### src/hw/rtl/lrbm_ram.sv
// Generic single-port RAM with a registered read port.
// No dependencies.
module lrbm_ram #(
    parameter int WIDTH = 8,
    parameter int DEPTH = 16
) (
    input  logic                     i_clk,
    input  logic                     i_we,
    input  logic [$clog2(DEPTH)-1:0] i_addr,
    input  logic [WIDTH-1:0]         i_wdata,
    output logic [WIDTH-1:0]         o_rdata
);
    logic [WIDTH-1:0] r_mem [DEPTH];
    logic [WIDTH-1:0] r_rdata;

    always_ff @(posedge i_clk) begin
        if (i_we) begin
            r_mem[i_addr] <= i_wdata;
        end
        r_rdata <= r_mem[i_addr];
    end

    assign o_rdata = r_rdata;
endmodule

### config.mk
export PLATFORM = sky130hd
export DESIGN_NAME = lrbm_ram
export DESIGN_NICKNAME = d
export VERILOG_FILES = /design/src/hw/rtl/lrbm_ram.sv
export SDC_FILE = /design/constraint.sdc
export NUM_CORES = 1
export LEC_CHECK = 0
export BUFFER_PORTS_ARGS = -buffer_cell sky130_fd_sc_hd__buf_4
export CORE_ASPECT_RATIO = 0.7
export CORE_MARGIN = 8
export CORE_UTILIZATION = 45
export DETAILED_ROUTE_END_ITERATION = 7
export GPL_ROUTABILITY_DRIVEN = 1
export HOLD_SLACK_MARGIN = 0.1
export PLACE_DENSITY = 0.69
export SLEW_MARGIN = 20
export SYNTH_ARGS = -nofsm -noshare
export SYNTH_HDL_FRONTEND = slang
export SYNTH_SLANG_ARGS = --single-unit
### constraint.sdc
create_clock -name i_clk -period 2.51 [get_ports i_clk]
set_clock_uncertainty 0.05 [all_clocks]
set_input_delay 0.3765 -clock i_clk [delete_from_list [all_inputs] [get_ports i_clk]]
set_output_delay 0.3765 -clock i_clk [all_outputs]
set_load 0.1 [all_outputs]
==> Word-level counts from Yosys, hierarchy flattened <==
Memories as Yosys holds them, arrays and structs flattened. A register that Yosys moved wholly into a read port is not among the register bits.
Index checks and enable logic that the tools add are counted.
{ "word_totals": {"latch_bits": 0, "ramBits": 128, "elab_cells": 3, "reg_bits": 0, "out_inout_bits": 8, "mem_count": 1, "romBits": 0} }
{ "memory_table": {"columns": ["memory", "words", "width", "rd", "rd_clocked_by_memory_dff", "wr", "line_no", "text"], "rows": [
  ["r_mem", 16, 8, 1, 1, 1, "13", "logic [WIDTH-1:0] r_mem [DEPTH];"]
]} }
{ "classes": {"div_mod_pow": 0, "n_reduce_logical": 0, "mux": 2, "n_bitwise": 0, "add_sub_neg": 0, "n_mul": 0, "eq_ne": 0, "n_shift": 0, "n_lt_le_gt_ge": 0} }
{ "ops": {"columns": ["op", "count"], "rows": [
  ["$mux 1", 2]
]} }

==> Depth between registers and ports, before layout <==
Gate-level depths: netlist of run 1.
{ "logic_depth": {"depth_word": 2, "depth_mapped": 5, "ltp_nobuf": 3} }

==> Least setup slack after synthesis of run 1 <==
OpenSTA, ideal clock, no wires.
{ "synth_path": {"kind": "input to register", "start": "in i_addr[2]", "end": "mem r_mem[0][0], enable pin", "path_stages": 2, "t_required_ns": 2.077, "t_arrival_ns": 1.486, "setup_time_ns": 0.383, "path_buffers": 0, "setup_slack_ns": 0.590, "path_cell_list": "or3b_2 -> nor3_1"} }
{ "synth_lines": {"columns": ["item", "line_no", "text"], "rows": [
  ["from (decl)", "9", "input logic [$clog2(DEPTH)-1:0] i_addr,"],
  ["to (decl)", "13", null]
]} }
Straight into the memory's write port.

==> impl_metrics.csv, run 1 <==
group,metric,value,unit
run_status,outcome,"complete, no violations",
yosys,yosysTopAreaCellShare,75.9,%
finish,diodes,0,
timing,slew_viol_final,0,
timing,setup_tns,0,ps
worst_setup_path,cp_slowest_cell,"mux4_2",
cts,root_buffer,"clkbuf_16",
yosys,synth.most_common_cell,"edfxtp_1",
yosys,synth_area_per_cell,22.0,sq um
die,dieArea,0.0150,sq mm
yosys,synth_flop_cell,"edfxtp_1",
pwr,p_leak,2.07,nW
cts,clock-sinks,136,
worst_setup_path,critical-path-max-stage-delay,510,ps
timing,setup_viol,0,
drt,drtPass1Iterations,5,
worst_hold_path,min_path_type,"input pin to flop",
die,num_io_pins,22,
timing,timing.final.ws_setup,920,ps
die,start_util,46.0,%
worst_setup_path,start_kind,"input pin",
yosys,netlist_instances,230,
worst_setup_path,path_class,"input pin to flop",
worst_setup_path,reg2reg_slack,1050,ps
yosys,synth-seq-cells,136,
drt,drt_iter0_markers,172,
cts,post_cts_resized,0,
grt,grt_pass1_wl,15700,um
drt,drt_wl_total,10400,um
drt,wire_per_inst,23.3,um
worst_setup_path,path_cells,"buf_4 > buf_12 > mux4_2 > a22oi_1 > nand2_1",
yosys,synthArstFlopShare,0,%
timing,hold_viol,0,
drt,drc,0,
cts,htree_levels,4,
timing,rsz0062_at_grt,"false",
drt,drt-vias-per-instance,5.47,
place,gp_congestion,0.780,
finish,stdcell_count,445,
grt,grt_util_all_layers,14.9,%
flow_run,cap_viol_max_count,0,
worst_setup_path,crit_path_end_kind,"flop",
worst_hold_path,worst_hold_path.endpoint,"r_mem[14][5]",
cts,post_cts.repair.setup_buffers,0,
grt,antenna_found_initial,0,
finish,syn_to_final_growth,22.6,%
timing,relSlewSlack,46.5,%
yosys,synth_area,0.00507,sq mm
yosys,yosys-top-cells-count,"edfxtp_1 (128), mux4_2 (32), a22oi_1 (16)",
finish,multi_input_area,0.00100,sq mm
drt,vias,2435,
yosys,syn-num-nets,244,
cts,clk_pin_slew,60,ps
place,dp_hpwl,6600,um
place,post-place-ws,470,ps
pwr,power.density,931,mW/mm^2
drt,ant_nets,0,
timing,period_needed,1590,ps
cts,clk_path_buf_depth,2,
finish,regArea,0.00400,sq mm
worst_hold_path,hp-start,"i_wdata[5]",
cts,cts-hold-fix-buffers,0,
yosys,synth_edf_count,128,
worst_setup_path,reg2reg_to,"o_rdata[0]",
worst_setup_path,rr_startpoint,"r_mem[3][0]",
place,dp_cells,413,
place,portBuffers,21,
yosys,synth_largest_area_cell,"edfxtp_1",
timing,fin_crit_sh,63.3,%
timing,max_freq,629,MHz
die,dieHeight,105,um
timing,fin_hold_ws,221,ps
worst_setup_path,worstRegToRegCells,3,
grt,grt_pass1_vias,2585,
yosys,yosysSeqAreaShare,79.0,%
grt,grt-ovfl-total,0,
pwr,irDropWorstVdd,561,uV
die,coreArea,0.0110,sq mm
die,die_width,143,um
worst_hold_path,hold_depth,1,
die,fp-row-count,32,
finish,layout.nets,293,
worst_setup_path,path_buf_inv,2,
cts,cts_buffers,17,
grt,grt_max_degree,39,
cts,insertion_delay,420,ps
yosys,ys_warn_count,0,
yosys,yosysUniqueCellTypes,18,
finish,drive_above_1_share,35.3,%
worst_setup_path,crit_family,"buffers and inverters",
worst_setup_path,critPathMaxFanout,22,
yosys,synth_area_leaders,"edfxtp_1 (76%), mux4_2 (14%), dfxtp_1 (3.2%)",
finish,num-fill-cells,804,
worst_setup_path,worstPathArrival,1840,ps
worst_setup_path,cp.required,2760,ps
pwr,total_power,5.79,mW
timing,worst_pin_slew,799,ps
cts,cts_tree,"built",
==> state kept, by name, summed over array words and instances (netlist names) <==
signal,cells
o_rdata,8
r_mem,128
==> kinds of logic after synthesis <==
| logic type | after synthesis | share of synthesized area, % |
|---|---|---|
| buf+inv | 11 | 1.19 |
| simple gates | 35 | 3.21 |
| compound gates | 16 | 2.37 |
| mux | 32 | 14.2 |
| flops | 136 | 79.0 |
==> through the flow <==
| stage | area, sq um | utilization (%) |
|---|---|---|
| 2_1_floorplan | 5070 | - |
| 3_3_place_gp | 5530 | 50.2 |
| 3_5_place_dp | 5530 | 50.2 |
| 4_1_cts | 6210 | 56.4 |
| 5_1_grt | 6210 | 56.4 |
| 6_report | 6210 | 56.4 |
==> cells in the final DEF (no fill, tap or decap) <==
master	synthesis	routed
nand2b_1	2	2
nor3_1	4	4
buf_12	0	2
clkinv_4	0	1
clkbuf_1	2	2
clkbuf_16	0	17
bufinv_16	0	7
nand2_1	9	9
or3b_2	1	1
edfxtp_1	128	128
nand3b_1	2	2
a22oi_1	16	16
mux4_2	32	32
and2_1	1	1
nand3_1	1	1
clkinvlp_4	0	3
dfxtp_1	8	8
buf_4	0	39
clkinv_2	0	1
nor2b_1	2	2
clkinv_1	0	1
nor2_1	13	13
==> layer usage <==
| metal | vias to the layer above | global-route usage, % | wire [um] |
|---|---|---|---|
| met4 | 0 | 6.50 | 138 |
| met2 | 101 | 20.5 | 4640 |
| li1 | 1061 | - | - |
| met3 | 14 | 5.45 | 1020 |
| met1 | 1259 | 20.8 | 4550 |
| met5 | - | 0 | 0 |
==> worst max path at each step <==
stage	start	to	slack (ps)	depth (start not counted)
after floorplan	i_addr[2]	r_mem[0][0]	590	2
after global routing	i_addr[0]	o_rdata[4]	850	5
after detailed placement	i_addr[0]	o_rdata[7]	470	5
final	i_addr[0]	o_rdata[7]	920	5
after CTS	i_addr[0]	o_rdata[4]	910	5
after global placement	i_addr[0]	o_rdata[7]	490	5
==> report_power, final <==
part / total, mW / switching (mW) / internal [mW]
logic: 0.369 / 0.250 / 0.119
registers: 2.56 / 0.0156 / 2.54
clock network: 2.86 / 0.907 / 1.96
==> final cells by class <==
class / count / share of cell area [%]
Sequential cell: 136 / 64.4
Multi-Input combinational cell: 83 / 16.1
Clock buffer: 19 / 6.97
Timing Repair Buffer: 41 / 5.36
Clock inverter: 13 / 4.03
Tap cell: 153 / 3.08
Note: power is estimated with default switching activity, not from simulation.
==> run 2: changes to the inputs <==
--- a/config.mk
+++ b/config.mk
@@ -12,7 +12,7 @@
 export DETAILED_ROUTE_END_ITERATION = 7
 export GPL_ROUTABILITY_DRIVEN = 1
 export HOLD_SLACK_MARGIN = 0.1
-export PLACE_DENSITY = 0.69
+export PLACE_DENSITY = 0.72
 export SLEW_MARGIN = 20
 export SYNTH_ARGS = -nofsm -noshare
 export SYNTH_HDL_FRONTEND = slang
==> constraint.sdc (replaced) <==
create_clock -name i_clk -period 1.3 [get_ports i_clk]
set_clock_uncertainty 0.05 [all_clocks]
set_input_delay 0.195 -clock i_clk [delete_from_list [all_inputs] [get_ports i_clk]]
set_output_delay 0.195 -clock i_clk [all_outputs]
set_load 0.1 [all_outputs]
==> run 2 against run 1 <==
The run now ends with setup timing left. Die area did not move. Sequential share of layout area fell by 4.0 points. Wire length rose by 2.1%. Utilization rose by 3.7 points. Non-clock buffer count rose by 17. Largest power group is now registers. Clock power rose by 69%. Largest cell class unchanged. Worst hold slack improved by 49 ps.
==> impl_metrics.csv, run 2 (same netlist as run 1, synthesis figures left out) <==
group,metric,value,unit
finish,final_util,60.2,%
grt,grt-ovfl-total,0,
die,num_io_pins,22,
worst_hold_path,min_path_type,"input pin to flop",
die,dieArea,0.0150,sq mm
grt,grt_max_degree,19,
finish,final_common_cell,"edfxtp_1",
drt,drtPass1Iterations,5,
cts,insertion_delay,410,ps
finish,diodes,0,
finish,syn_to_final_growth,30.7,%
drt,drt_wl_total,10600,um
timing,fin_crit_sh,104,%
finish,drive_above_1_share,46.6,%
timing,rsz0062_at_grt,"true",
place,gp_congestion,0.769,
drt,vias,2484,
cts,root_buffer,"clkbuf_16",
die,die_width,143,um
grt,grt_util_all_layers,15.1,%
pwr,irDropWorstVdd,1430,uV
die,start_util,46.0,%
drt,drc,0,
cts,clock-sinks,136,
finish,largest_reg_flops,128,
run_status,violations,"setup timing",
cts,htree_levels,4,
finish,mostFrequentLayoutCells,"edfxtp_1 (128), buf_4 (33), mux4_2 (32)",
timing,period_needed,1350,ps
finish,layout.nets,310,
cts,post_cts.repair.setup_buffers,0,
pwr,power.density,1610,mW/mm^2
drt,drt_iter0_markers,241,
place,portBuffers,21,
die,dieHeight,105,um
drt,ant_nets,0,
timing,worst_pin_slew,773,ps
timing,max_freq,742,MHz
run_status,outcome,"complete, but fails checks",
worst_setup_path,path_class,"flop to flop",
drt,drt-vias-per-instance,5.38,
grt,grt_pass1_vias,2583,
cts,clk_path_buf_depth,2,
drt,wire_per_inst,22.9,um
cts,cts_buffers,17,
finish,top_register,"r_mem",
place,dp_hpwl,6700,um
worst_setup_path,cp.required,1540,ps
flow_run,cap_viol_max_count,0,
cts,cts_tree,"built",
timing,setup_viol,7,
timing,setup_tns,-145,ps
timing,timing.final.ws_setup,-47.4,ps
cts,clk_pin_slew,60,ps
worst_setup_path,worstPathArrival,1580,ps
timing,relSlewSlack,48.4,%
grt,grt_pass1_wl,15900,um
grt,antenna_found_initial,0,
worst_setup_path,critPathMaxFanout,1,
die,fp-row-count,32,
worst_setup_path,start_kind,"flop",
pwr,p_leak,2.18,nW
timing,slew_viol_final,0,
timing,hold_viol,0,
die,coreArea,0.0110,sq mm
worst_setup_path,crit_path_end_kind,"flop",
[run 2: worst paths after layout]
kind	startpoint	end	slack, ps	cells past startpoint
setup reg to reg	r_mem[6][2]	o_rdata[2]	-50	3
setup / recovery	r_mem[6][2]	o_rdata[2]	-50	3
hold reg to reg	r_mem[2][6]	o_rdata[6]	660	3
hold / removal	i_addr[0]	o_rdata[5]	270	4
[run 2: layer usage]
metal / vias up / wire [um] / GRT usage [%]
li1: 1101 / - / -
met4: 0 / 98 / 5.44
met2: 100 / 4730 / 20.9
met5: - / 0 / 0
met1: 1274 / 4770 / 22.0
met3: 9 / 976 / 4.73
[run 2: worst max-delay path: stages, from the launching register on]
cell,delay [ps]
edfxtp_1,360
mux4_2,530
a22oi_2,170
nand2_1,110
[run 2: where the power goes]
part	switching [mW]	leakage (nW)	internal (mW)
Combinational	0.547	0.659	0.318
Clock	1.72	0.300	3.11
Sequential	0.0365	1.22	4.90
Total	2.30	2.18	8.33
[run 2: final cells by class]
type	count	area [sq um]
clock inverters	12	149
well taps	153	191
fillers	782	4390
flip-flops and latches	136	4000
repair buffers	58	628
multi-input cells	83	1200
clock buffers	20	457
[run 2: through the flow]
step	std cells	instance area [sq um]	power (mW)	setup slack [ps]	hold WS, ps
after floorplan	230	5240	5.53	-83.7	244
after global placement	422	5860	5.82	-327	477
after detailed placement	422	5860	5.84	-351	491
after CTS	462	6610	10.7	-39.7	266
after global routing	462	6630	10.9	-82.7	266
final	462	6630	10.6	-47.4	270
[run 2: repair_timing]
action / CTS / global route
pin swaps: 8 / 3
setup endpoints to repair: 11 / 10
endpoints found under the hold margin: 128 / 0
hold buffers: 8 / 0
resized for setup: 14 / 3
